<file path="config.mk">
export PLATFORM = sky130hd
export DESIGN_NAME = lifo_stack_with_search_remove
export DESIGN_NICKNAME = d
export VERILOG_FILES = /design/src/sv/lss_pkg.sv /design/src/sv/lss_cell.sv /design/src/sv/lss_ctrl.sv /design/src/sv/lifo_stack_with_search_remove.sv
export SDC_FILE = /design/constraint.sdc
export NUM_CORES = 2
export LEC_CHECK = 0
export BUFFER_PORTS_ARGS = -buffer_cell sky130_fd_sc_hd__buf_2
export CAP_MARGIN = 20
export CORE_ASPECT_RATIO = 1.1
export CORE_MARGIN = 2
export CORE_UTILIZATION = 42
export CTS_BUF_LIST = sky130_fd_sc_hd__clkbuf_16
export CTS_CLUSTER_SIZE = 28
export DETAILED_ROUTE_END_ITERATION = 16
export REMOVE_ABC_BUFFERS = 1
export SKIP_CTS_REPAIR_TIMING = 1
export SLEW_MARGIN = 0
export SYNTH_ARGS = -nofsm -noshare
export SYNTH_HDL_FRONTEND = slang
export SYNTH_SLANG_ARGS = --single-unit
</file>
<file path="constraint.sdc">
create_clock -name clk -period 11.15 [get_ports clk]
set_input_delay 1.6725 -clock clk [delete_from_list [all_inputs] [get_ports clk]]
set_output_delay 1.6725 -clock clk [all_outputs]
set_load 0.02 [all_outputs]
</file>
<file path="src/sv/lss_pkg.sv">
// Package for the LIFO stack with search and remove.
// Holds sizes, request and status codes, the cell control types and the sequencer states.
// No dependencies; every other file of the block uses it.
package lss_pkg;

  localparam int DEPTH     = 64;
  localparam int WORD_BITS = 32;
  localparam int IDX_BITS  = $clog2(DEPTH);
  localparam int CNT_BITS  = $clog2(DEPTH + 1);
  localparam int INDEX_W   = 6;
  localparam int FILL_W    = 7;

  localparam logic [1:0] KIND_PUSH   = 2'd0;
  localparam logic [1:0] KIND_POP    = 2'd1;
  localparam logic [1:0] KIND_SEARCH = 2'd2;
  localparam logic [1:0] KIND_REMOVE = 2'd3;

  localparam logic [1:0] ST_OK       = 2'd0;
  localparam logic [1:0] ST_EMPTY    = 2'd1;
  localparam logic [1:0] ST_NOTFOUND = 2'd2;
  localparam logic [1:0] ST_FULL     = 2'd3;

  typedef logic [WORD_BITS-1:0] word_t;

  typedef enum logic [1:0] {
    OP_HOLD  = 2'd0,
    OP_LOAD  = 2'd1,
    OP_SHIFT = 2'd2
  } cell_op_t;

  typedef struct packed {
    cell_op_t            op;
    logic                rm_en;
    logic [IDX_BITS-1:0] rm_pos;
  } cell_ctl_t;

  typedef enum logic [4:0] {
    S_IDLE   = 5'b00001,
    S_EXEC   = 5'b00010,
    S_SCAN   = 5'b00100,
    S_SHIFT  = 5'b01000,
    S_FINISH = 5'b10000
  } state_t;

endpackage

</file>
<file path="src/sv/lss_cell.sv">
// One storage cell of the stack chain.
// Loads from the neighbor above, shifts in from the neighbor below, or holds.
// Depends on lss_pkg.
module lss_cell (
  input  logic              clk,
  input  lss_pkg::cell_op_t op,
  input  lss_pkg::word_t    up_word,
  input  lss_pkg::word_t    dn_word,
  output lss_pkg::word_t    word
);

  lss_pkg::word_t word_r;
  lss_pkg::word_t word_nxt;

  always_comb begin
    case (op)
      lss_pkg::OP_LOAD:  word_nxt = up_word;
      lss_pkg::OP_SHIFT: word_nxt = dn_word;
      default:           word_nxt = word_r;
    endcase
  end

  always_ff @(posedge clk) begin
    word_r <= word_nxt;
  end

  assign word = word_r;

endmodule

</file>
<file path="src/sv/lss_ctrl.sv">
// Sequencer of the stack: request decode, fill count, scan and result register.
// Drives the cell chain through a cell_ctl_t and watches the top cell.
// Depends on lss_pkg.
module lss_ctrl (
  input  logic                     clk,
  input  logic                     rst_n,
  input  logic                     in_valid,
  output logic                     in_stall,
  input  logic [1:0]               in_kind,
  input  logic signed [31:0]       in_value,
  output logic                     out_valid,
  input  logic                     out_stall,
  output logic [1:0]               out_status,
  output logic [5:0]               out_found_index,
  output logic signed [31:0]       out_top_value,
  output logic                     out_top_valid,
  output logic [6:0]               out_fill_count,
  input  lss_pkg::word_t           top_word,
  output lss_pkg::word_t           key,
  output lss_pkg::cell_ctl_t       ctl
);

  lss_pkg::state_t                 state_r, state_nxt;
  logic [1:0]                      kind_r, kind_nxt;
  lss_pkg::word_t                  key_r, key_nxt;
  logic [lss_pkg::CNT_BITS-1:0]    count_r, count_nxt;
  logic [lss_pkg::IDX_BITS-1:0]    step_r, step_nxt;
  logic [lss_pkg::IDX_BITS-1:0]    hit_r, hit_nxt;
  logic                            found_r, found_nxt;
  logic [1:0]                      st_r, st_nxt;
  logic [lss_pkg::IDX_BITS-1:0]    idx_r, idx_nxt;
  logic                            out_valid_r, out_valid_nxt;
  logic [1:0]                      o_status_r, o_status_nxt;
  logic [5:0]                      o_index_r, o_index_nxt;
  logic signed [31:0]              o_top_r, o_top_nxt;
  logic                            o_topv_r, o_topv_nxt;
  logic [6:0]                      o_fill_r, o_fill_nxt;
  logic                            hit_now;
  logic [lss_pkg::IDX_BITS-1:0]    hit_pos;
  logic                            found_now;
  logic                            out_free;

  assign out_free  = !out_valid_r || !out_stall;
  assign hit_now   = (top_word == key_r) &&
                     (lss_pkg::CNT_BITS'(step_r) < count_r);
  assign hit_pos   = hit_now ? step_r : hit_r;
  assign found_now = hit_now || found_r;

  always_comb begin
    state_nxt     = state_r;
    kind_nxt      = kind_r;
    key_nxt       = key_r;
    count_nxt     = count_r;
    step_nxt      = step_r;
    hit_nxt       = hit_r;
    found_nxt     = found_r;
    st_nxt        = st_r;
    idx_nxt       = idx_r;
    out_valid_nxt = out_valid_r && out_stall;
    o_status_nxt  = o_status_r;
    o_index_nxt   = o_index_r;
    o_top_nxt     = o_top_r;
    o_topv_nxt    = o_topv_r;
    o_fill_nxt    = o_fill_r;
    ctl.op        = lss_pkg::OP_HOLD;
    ctl.rm_en     = 1'b0;
    ctl.rm_pos    = hit_r;
    case (state_r)
      lss_pkg::S_IDLE: begin
        if (in_valid) begin
          kind_nxt  = in_kind;
          key_nxt   = in_value[lss_pkg::WORD_BITS-1:0];
          state_nxt = lss_pkg::S_EXEC;
        end
      end
      lss_pkg::S_EXEC: begin
        st_nxt    = lss_pkg::ST_OK;
        idx_nxt   = '0;
        step_nxt  = '0;
        hit_nxt   = '0;
        found_nxt = 1'b0;
        state_nxt = lss_pkg::S_FINISH;
        case (kind_r)
          lss_pkg::KIND_PUSH: begin
            if (count_r == lss_pkg::CNT_BITS'(lss_pkg::DEPTH)) begin
              st_nxt = lss_pkg::ST_FULL;
            end else begin
              ctl.op    = lss_pkg::OP_LOAD;
              count_nxt = count_r + 1'b1;
            end
          end
          lss_pkg::KIND_POP: begin
            if (count_r == '0) begin
              st_nxt = lss_pkg::ST_EMPTY;
            end else begin
              ctl.op    = lss_pkg::OP_SHIFT;
              count_nxt = count_r - 1'b1;
            end
          end
          default: begin
            if (count_r == '0) begin
              st_nxt = lss_pkg::ST_NOTFOUND;
            end else begin
              state_nxt = lss_pkg::S_SCAN;
            end
          end
        endcase
      end
      lss_pkg::S_SCAN: begin
        ctl.op    = lss_pkg::OP_SHIFT;
        step_nxt  = step_r + 1'b1;
        hit_nxt   = hit_pos;
        found_nxt = found_now;
        if (step_r == lss_pkg::IDX_BITS'(lss_pkg::DEPTH - 1)) begin
          idx_nxt = lss_pkg::IDX_BITS'(count_r - 1'b1 - lss_pkg::CNT_BITS'(hit_pos));
          if (!found_now) begin
            st_nxt    = lss_pkg::ST_NOTFOUND;
            idx_nxt   = '0;
            state_nxt = lss_pkg::S_FINISH;
          end else if (kind_r == lss_pkg::KIND_REMOVE) begin
            state_nxt = lss_pkg::S_SHIFT;
          end else begin
            state_nxt = lss_pkg::S_FINISH;
          end
        end
      end
      lss_pkg::S_SHIFT: begin
        ctl.rm_en = 1'b1;
        count_nxt = count_r - 1'b1;
        state_nxt = lss_pkg::S_FINISH;
      end
      lss_pkg::S_FINISH: begin
        if (out_free) begin
          out_valid_nxt = 1'b1;
          o_status_nxt  = st_r;
          o_index_nxt   = 6'(idx_r);
          o_top_nxt     = (count_r == '0) ? 32'sd0 : 32'(signed'(top_word));
          o_topv_nxt    = (count_r != '0);
          o_fill_nxt    = 7'(count_r);
          state_nxt     = lss_pkg::S_IDLE;
        end
      end
      default: begin
        state_nxt = lss_pkg::S_IDLE;
      end
    endcase
  end

  always_ff @(posedge clk) begin
    if (!rst_n) begin
      state_r     <= lss_pkg::S_IDLE;
      count_r     <= '0;
      out_valid_r <= 1'b0;
    end else begin
      state_r     <= state_nxt;
      count_r     <= count_nxt;
      out_valid_r <= out_valid_nxt;
    end
  end

  always_ff @(posedge clk) begin
    kind_r     <= kind_nxt;
    key_r      <= key_nxt;
    step_r     <= step_nxt;
    hit_r      <= hit_nxt;
    found_r    <= found_nxt;
    st_r       <= st_nxt;
    idx_r      <= idx_nxt;
    o_status_r <= o_status_nxt;
    o_index_r  <= o_index_nxt;
    o_top_r    <= o_top_nxt;
    o_topv_r   <= o_topv_nxt;
    o_fill_r   <= o_fill_nxt;
  end

  assign in_stall        = (state_r != lss_pkg::S_IDLE);
  assign key             = key_r;
  assign out_valid       = out_valid_r;
  assign out_status      = o_status_r;
  assign out_found_index = o_index_r;
  assign out_top_value   = o_top_r;
  assign out_top_valid   = o_topv_r;
  assign out_fill_count  = o_fill_r;

endmodule

</file>
<file path="src/sv/lifo_stack_with_search_remove.sv">
// Top level of the LIFO stack with search and remove: a chain of word cells
// with the top entry in cell 0, plus the sequencer. Depends on lss_pkg,
// lss_cell and lss_ctrl.
//
//   channel   ports                                         direction
//   input     in_valid, in_stall, in_kind, in_value         request in
//   result    out_valid, out_stall, out_status,             result out
//             out_found_index, out_top_value,
//             out_top_valid, out_fill_count
//
// Push and pop pass through the execute and finish states to the result register;
// search adds a scan state for one full rotation of the cell chain past the
// comparator on cell 0, remove a shift state after it. Requests are accepted in idle.
// Reset clears the fill count and the control state; cell contents are not reset.
// A stalled result stays in the output register while the next item is accepted.
module lifo_stack_with_search_remove (
  input  logic               clk,
  input  logic               rst_n,
  input  logic               in_valid,
  output logic               in_stall,
  input  logic [1:0]         in_kind,
  input  logic signed [31:0] in_value,
  output logic               out_valid,
  input  logic               out_stall,
  output logic [1:0]         out_status,
  output logic [5:0]         out_found_index,
  output logic signed [31:0] out_top_value,
  output logic               out_top_valid,
  output logic [6:0]         out_fill_count
);

  lss_pkg::word_t     words [lss_pkg::DEPTH];
  lss_pkg::word_t     key;
  lss_pkg::cell_ctl_t ctl;

  lss_ctrl u_ctrl (
    .clk             (clk),
    .rst_n           (rst_n),
    .in_valid        (in_valid),
    .in_stall        (in_stall),
    .in_kind         (in_kind),
    .in_value        (in_value),
    .out_valid       (out_valid),
    .out_stall       (out_stall),
    .out_status      (out_status),
    .out_found_index (out_found_index),
    .out_top_value   (out_top_value),
    .out_top_valid   (out_top_valid),
    .out_fill_count  (out_fill_count),
    .top_word        (words[0]),
    .key             (key),
    .ctl             (ctl)
  );

  for (genvar i = 0; i < lss_pkg::DEPTH; i++) begin : g_cell
    lss_pkg::cell_op_t op;
    lss_pkg::word_t    up_word;
    lss_pkg::word_t    dn_word;

    assign op = (ctl.rm_en && (lss_pkg::IDX_BITS'(i) >= ctl.rm_pos)) ?
                lss_pkg::OP_SHIFT : ctl.op;

    if (i == 0) begin : g_first
      assign up_word = key;
    end else begin : g_mid
      assign up_word = words[i-1];
    end

    if (i == lss_pkg::DEPTH - 1) begin : g_last
      assign dn_word = words[0];
    end else begin : g_inner
      assign dn_word = words[i+1];
    end

    lss_cell u_cell (
      .clk     (clk),
      .op      (op),
      .up_word (up_word),
      .dn_word (dn_word),
      .word    (words[i])
    );
  end

endmodule

</file>
# ---- Word level (Yosys, flattened, before mapping)
# Index checks and enable logic that the tools add are counted.
dict set report totals {
  regBits 2164
  output_inout_bits 50
}
dict set report op_classes {
  reduce_logical 146
  addsub 4
  n_lt_le_gt_ge 65
  n_mux 161
  eq_ne 146
}
# op count
set ops {}
lappend ops {{one-hot mux 32 bit (2 select lines)} 64}
lappend ops {{greater-or-equal comparator 6 bit, first input constant} 32}
lappend ops {{2-to-1 mux 2 bit} 69}
lappend ops {{nonzero test 2 bit} 66}
lappend ops {{== test 2 x 1 -> 1 bit, second input constant} 65}
lappend ops {{== test 2 bit, second input constant} 65}
lappend ops {{greater-or-equal comparator 5 x 6 -> 1 bit, first input constant} 16}
lappend ops {{logical AND 1 bit} 66}
lappend ops {{greater-or-equal comparator 4 x 6 -> 1 bit, first input constant} 8}
lappend ops {{one-hot mux 6 bit (2 select lines)} 3}
lappend ops {{2-to-1 mux 5 bit} 7}
lappend ops {{== test 32 bit} 1}
lappend ops {{one-hot mux 7 bit (2 select lines)} 2}
lappend ops {{one-hot mux 5 bit (5 select lines)} 1}
lappend ops {{greater-or-equal comparator 3 x 6 -> 1 bit, first input constant} 4}
lappend ops {{2-to-1 mux 6 bit} 3}
lappend ops {{one-hot mux 2 bit (2 select lines)} 4}
lappend ops {{2-to-1 mux 7 bit} 2}
lappend ops {{greater-or-equal comparator 1 x 6 -> 1 bit, first input constant} 2}
lappend ops {{greater-or-equal comparator 2 x 6 -> 1 bit, first input constant} 2}
lappend ops {{!= test 3 bit, second input constant} 3}
lappend ops {{adder 7 x 1 -> 7 bit, second input constant} 1}
lappend ops {{== test 7 bit, second input constant} 1}
lappend ops {{zero test 7 bit} 1}
lappend ops {{other kinds (23)} 34}

# ---- Longest topological paths before layout
dict set report logic_depth {
  ltp_word 7
  mapped_depth 15
  mapped_depth_nobuf 13
}

# ---- Modules after synthesis
# From an unflattened synthesis, not the netlist that was laid out.
dict set report unflattened {
  cells_unflattened 5190
  area_unflattened_um2 104129.9
}
# module instances cells_each area_each_um2 seq_area_each_um2
set modules_own_cells {}
lappend modules_own_cells {lss_cell 64 71 1525.2 960.9}
lappend modules_own_cells {lss_ctrl 1 378 5134.9 3353.2}
lappend modules_own_cells {lifo_stack_with_search_remove 1 268 1381.3 0.0}

# ---- Worst setup path before layout
# No wires, ideal clock.
dict set report synth_timing {
  kind {input to register}
  start {in out_stall}
  end {reg u_ctrl.o_fill_r[0] (netlist: u_ctrl.out_fill_count[0]) (enable)}
  required_ps 10680
  t_arrival_ps 3974
  path_slack_ps 6707
  cell_stages 1
  path_cell_list {a21oi_1}
}
dict set report synth_via {
  elab_chain_len 3
}
# item line
set synth_rtl {}
lappend synth_rtl {{start, declared} lifo_stack_with_search_remove.sv:24} ;# input logic out_stall,
lappend synth_rtl {{zero test 1 bit} lss_ctrl.sv:43} ;# assign out_free = !out_valid_r || !out_stall;
lappend synth_rtl {{logical OR 1 bit} lss_ctrl.sv:43}
lappend synth_rtl {{AND reduction 2 bit (no source line)} n/a}
lappend synth_rtl {{end signal, assigned} lss_ctrl.sv:173} ;# o_fill_r <= o_fill_nxt;
lappend synth_rtl {{end, declared} lss_ctrl.sv:37} ;# logic [6:0] o_fill_r, o_fill_nxt;
# No other way between the ends.
# A chain may end at the register's enable or synchronous reset.

# ---- Final worst setup path
dict set report layout_timing {
  start {reg g_cell[0].u_cell.word_r[19]}
  end {reg u_ctrl.idx_r[5] (netlist bit), data pin}
}
dict set report layout_via {
  elab_chain_len 7
  elab_cells_between_ends 8
  classes_between {add/sub (1); eq/ne (1); mux (4); reduce/logical (2)}
}
# item line
set layout_rtl {}
lappend layout_rtl {{start, declared} lss_cell.sv:12} ;# lss_pkg::word_t word_r;
lappend layout_rtl {{start signal, assigned} lss_cell.sv:24} ;# word_r <= word_nxt;
lappend layout_rtl {{== test 32 bit *} lss_ctrl.sv:44} ;# assign hit_now = (top_word == key_r) &&
lappend layout_rtl {{logical AND 1 bit *} lss_ctrl.sv:44}
lappend layout_rtl {{2-to-1 mux 6 bit} lss_ctrl.sv:46} ;# assign hit_pos = hit_now ? step_r : hit_r;
lappend layout_rtl {{subtractor 6 bit} lss_ctrl.sv:115} ;# idx_nxt = lss_pkg::IDX_BITS'(count_r - 1'b1 - lss_pkg::CNT_BITS'(hit_pos));
lappend layout_rtl {{2-to-1 mux 6 bit *} lss_ctrl.sv:116} ;# if (!found_now) begin
lappend layout_rtl {{2-to-1 mux 6 bit *} lss_ctrl.sv:114} ;# if (step_r == lss_pkg::IDX_BITS'(lss_pkg::DEPTH - 1)) begin
lappend layout_rtl {{one-hot mux 6 bit (2 select lines) *} lss_ctrl.sv:68} ;# case (state_r)
lappend layout_rtl {{end signal, assigned} lss_ctrl.sv:168} ;# idx_r <= idx_nxt;
lappend layout_rtl {{end, declared} lss_ctrl.sv:31} ;# logic [lss_pkg::IDX_BITS-1:0] idx_r, idx_nxt;
# Mark *: on every way between the ends. The rest lies on a longest branch, timed or not. The select of a mux whose other input is x is not followed.

==> summary.md <==
| Metric | Value |
|---|---|
| RSZ-0062 raised after global routing | false |
| Final period util | 0.401 |
| CP delay by family, top | simple AND/OR/NAND/NOR gates |
| Final Wtd Congestion | 0.803 |
| Wire per inst | 24.6 um |
| Post-synthesis sequential area ratio | 0.697 |
| Max_cap viols | 0 |
| CP Max Fanout | 8 |
| Hold Fails Final Rpt | 0 |
| CP dominant cell by count | mux2i_1 |
| Startpoint types | flip-flop |
| Commonest non-fill, non-tap cell in the layout | edfxtp_1 |
| Total wire length | 205,000 um |
| Initial Utilization | 0.422 |
| Combinational power share | 0.012 |
| Buf/Inv on CP | 0 |
| Layout Skew | 0.0421 ns |
| Mux contribution to synthesized area | 0.249 |
| Nets | 5,338 |
| Int Pwr | 12.9 mW |
| Synth Area in Compound Gates | 0.00655 |
| Post-route ant nets | 0 |
| Commonest non-fill, non-tap cells in the layout | 2,151 x edfxtp_1, 2,049 x mux2_2, 219 x clkbuf_16 |
| Final Critical Period | 4.47 ns |
| Max clock buf depth | 3 |
| Synth Area in Simple Gates | 0.0164 |
| Reg area | 0.0649 mm^2 |
| Die Width | 453 um |
| Root Driver | clkbuf_16 |
| Vias per inst | 5.36 |
| Total die area | 0.225 mm^2 |
| Largest family of logic cells by synthesized area | multiplexers |
| Total Power | 16.2 mW |
| Cell area power density | 156 mW/mm^2 |
| Initial antenna violation count | 14 |
| Adder-Cell Fraction of Synth Area | 0.0105 |
| Max IR drop VDD | 0.157 mV |
| Fmax achieved | 224 MHz |
| Mapped cell area | 0.0930 mm^2 |
| Unique masters post-synth | 55 |
| Die Span Y | 498 um |
| Cell chain of the critical path | xor2_1, nor4_1, nand4_1, or3_1, mux2i_1, ha_1, a21o_1, maj3_1, a311oi_1, mux2i_1 |
| Starting DRT DRC Count | 3,682 |
| Status | finished, final reports clean |
| Min-Delay Path Class | flip-flop to flip-flop |
| CP max stage cell | nor4_1 |
| Post-synthesis xor/xnor area fraction | 0.00452 |
| Setup crit end kind | flip-flop |
| CTS sink count | 2,164 |
| P_leak | 33.5 nW |
| Via count | 44,700 |
| Clock H-tree levels | 4 |
| Asr flop ratio synth | 0 |
| Final setup vio count | 0 |
| GR Util All Layers | 0.179 |
| Latest clock arrival within the worst-skew pair | 0.86 ns |
| NetSw | 3.29 mW |
| Ys flop type | edfxtp_1 |
| Vias in the first global route | 46,900 |
| Share of cells above drive strength 1 | 0.476 |
| I/O Buffers | 87 |
| Pins Over Slew Limit | 0 |
| First-pass GRT wire length | 306,000 um |
| CP required | 11.75 ns |
| Synth warn | 0 |
| Synth-to-Final Area Change | 11.8% |
| Setup_tns | 0 ns |
| Multi-input gate area | 0.0267 mm^2 |
| Seq cells post-synth | 2,164 |
| Row cnt | 181 |
| Arrival time worst endpoint | 5.08 ns |
| Drt pass-1 iters | 5 |
| CTS tree | yes |
| Post-synth EDFFs | 2,151 |
| Clock share of power | 0.435 |
| HPWL Detailed | 140,000 um |
| Max stage delay on crit path | 0.68 ns |
| Gr ovfl total | 0 |
| Gate Count Post-Synth | 5,093 |
| Core Box Area | 0.221 mm^2 |
| Filler cell count | 18,900 |
| Worst Max-Slew Pin Slew | 1.00 ns |
| Slew HR | 0.332 |
| Flop pwr share | 0.553 |
| Drt drc | 0 |
| Sw Share | 0.203 |
| WS Path Type | flip-flop to flip-flop |
| I/O pin count | 88 |
| Avg Inst Size Synth | 18.3 um^2 |
| CTS buffer count | 217 |
| Largest net degree at the start of global routing | 74 |
| Worst-path clk slew | 0.06 ns |
[power by group through the flow]
| stage | clock network (mW) | registers (mW) | logic [mW] |
|---|---|---|---|
| 6_report | 7.06 | 8.97 | 0.195 |
| 5_1_grt | 7.55 | 8.98 | 0.212 |
| 4_1_cts | 7.25 | 8.97 | 0.196 |
| 3_5_place_dp | 0 | 9.15 | 0.195 |
| 3_3_place_gp | 0 | 9.15 | 0.191 |
| 2_1_floorplan | 0 | 9.12 | 0.127 |
[per-stage QoR]
step | util | hold slack, ns | instance area (um^2) | worst slack (ns) | std cells
after floorplan | - | 0.400 | 91900 | 5.53 | 4790
after global placement | 0.439 | 0.411 | 96900 | 6.61 | 7928
after detailed placement | 0.440 | 0.412 | 97000 | 6.60 | 7931
after CTS | 0.471 | 0.426 | 104000 | 6.56 | 8337
after global routing | 0.471 | 0.427 | 104000 | 6.49 | 8340
final | 0.471 | 0.424 | 104000 | 6.68 | 8342
[state kept, by name, summed over array words and instances, names as in the netlist]
signal and flops:
u_ctrl.out_top_value 32, u_ctrl.found_r 1, g_cell.u_cell.word 2048, u_ctrl.kind_r 2, u_ctrl.out_top_valid 1, u_ctrl.st_r 2, u_ctrl.key 32, u_ctrl.idx_r 6
u_ctrl.count_r 7, u_ctrl.out_found_index 6, u_ctrl.hit_r 6, u_ctrl.out_status 2, u_ctrl.out_valid 1, u_ctrl.out_fill_count 7, u_ctrl.state_r 5, u_ctrl.step_r 6
[path summary, 6_finish.rpt]
path	startpoint	end	slack, ns	cells past startpoint
worst min-delay path	u_ctrl.idx_r[3]	u_ctrl.out_found_index[3]	0.42	0
worst max-delay path	g_cell[0].u_cell.word[19]	u_ctrl.idx_r[5]	6.68	10
worst max register to register	g_cell[0].u_cell.word[19]	u_ctrl.idx_r[5]	6.68	10
worst min register to register	u_ctrl.idx_r[3]	u_ctrl.out_found_index[3]	0.42	0
[cell usage after synthesis, types with 15 or more instances]
cell	number	area (um^2)
edfxtp_1	2151	64600
mux2_2	2049	23100
buf_1	195	732
clkbuf_1	106	398
inv_1	81	304
ha_1	75	938
nand3b_1	68	510
nand2_1	50	188
o21ai_0	49	245
and2_1	46	288
xor2_1	34	298
nor2_1	29	109
a21oi_1	15	75.1
[layout make-up]
class,count,share of cell area
timing repair buffer,215,0.0141
multi-input combinational,2544,0.257
clock inverter,187,0.0138
clock buffer,219,0.0527
inverter,82,0.00296
sequential,2164,0.624
antenna,3,0.0000722
tap,2928,0.0352
[routing by layer]
metal / up-vias / GRT usage / wire length [um]
li1: 20100 / - / -
met1: 23400 / 0.243 / 90400
met2: 912 / 0.300 / 102000
met3: 276 / 0.0257 / 8640
met4: 0 / 0.0473 / 4450
met5: - / 0 / 0
[worst reg2reg max path, delay by kind of cell (launching register included)]
| kind | cells | cell delay [ns] |
|---|---|---|
| simple gates | 3 | 1.66 |
| fa+ha+maj | 2 | 0.69 |
| flops | 1 | 0.59 |
| compound gates | 2 | 0.54 |
| mux | 2 | 0.53 |
| xor+xnor | 1 | 0.23 |
[cells by family after synthesis]
kind of cell	count (synthesis)
DFF	2164
and+or+nand+nor	261
adders and majority gates	78
xor gates and xnor gates	48
muxes	2057
AOI/OAI and AO/OA	100
buffers and inverters	385
No activity file was read; power rests on OpenSTA's default activity.
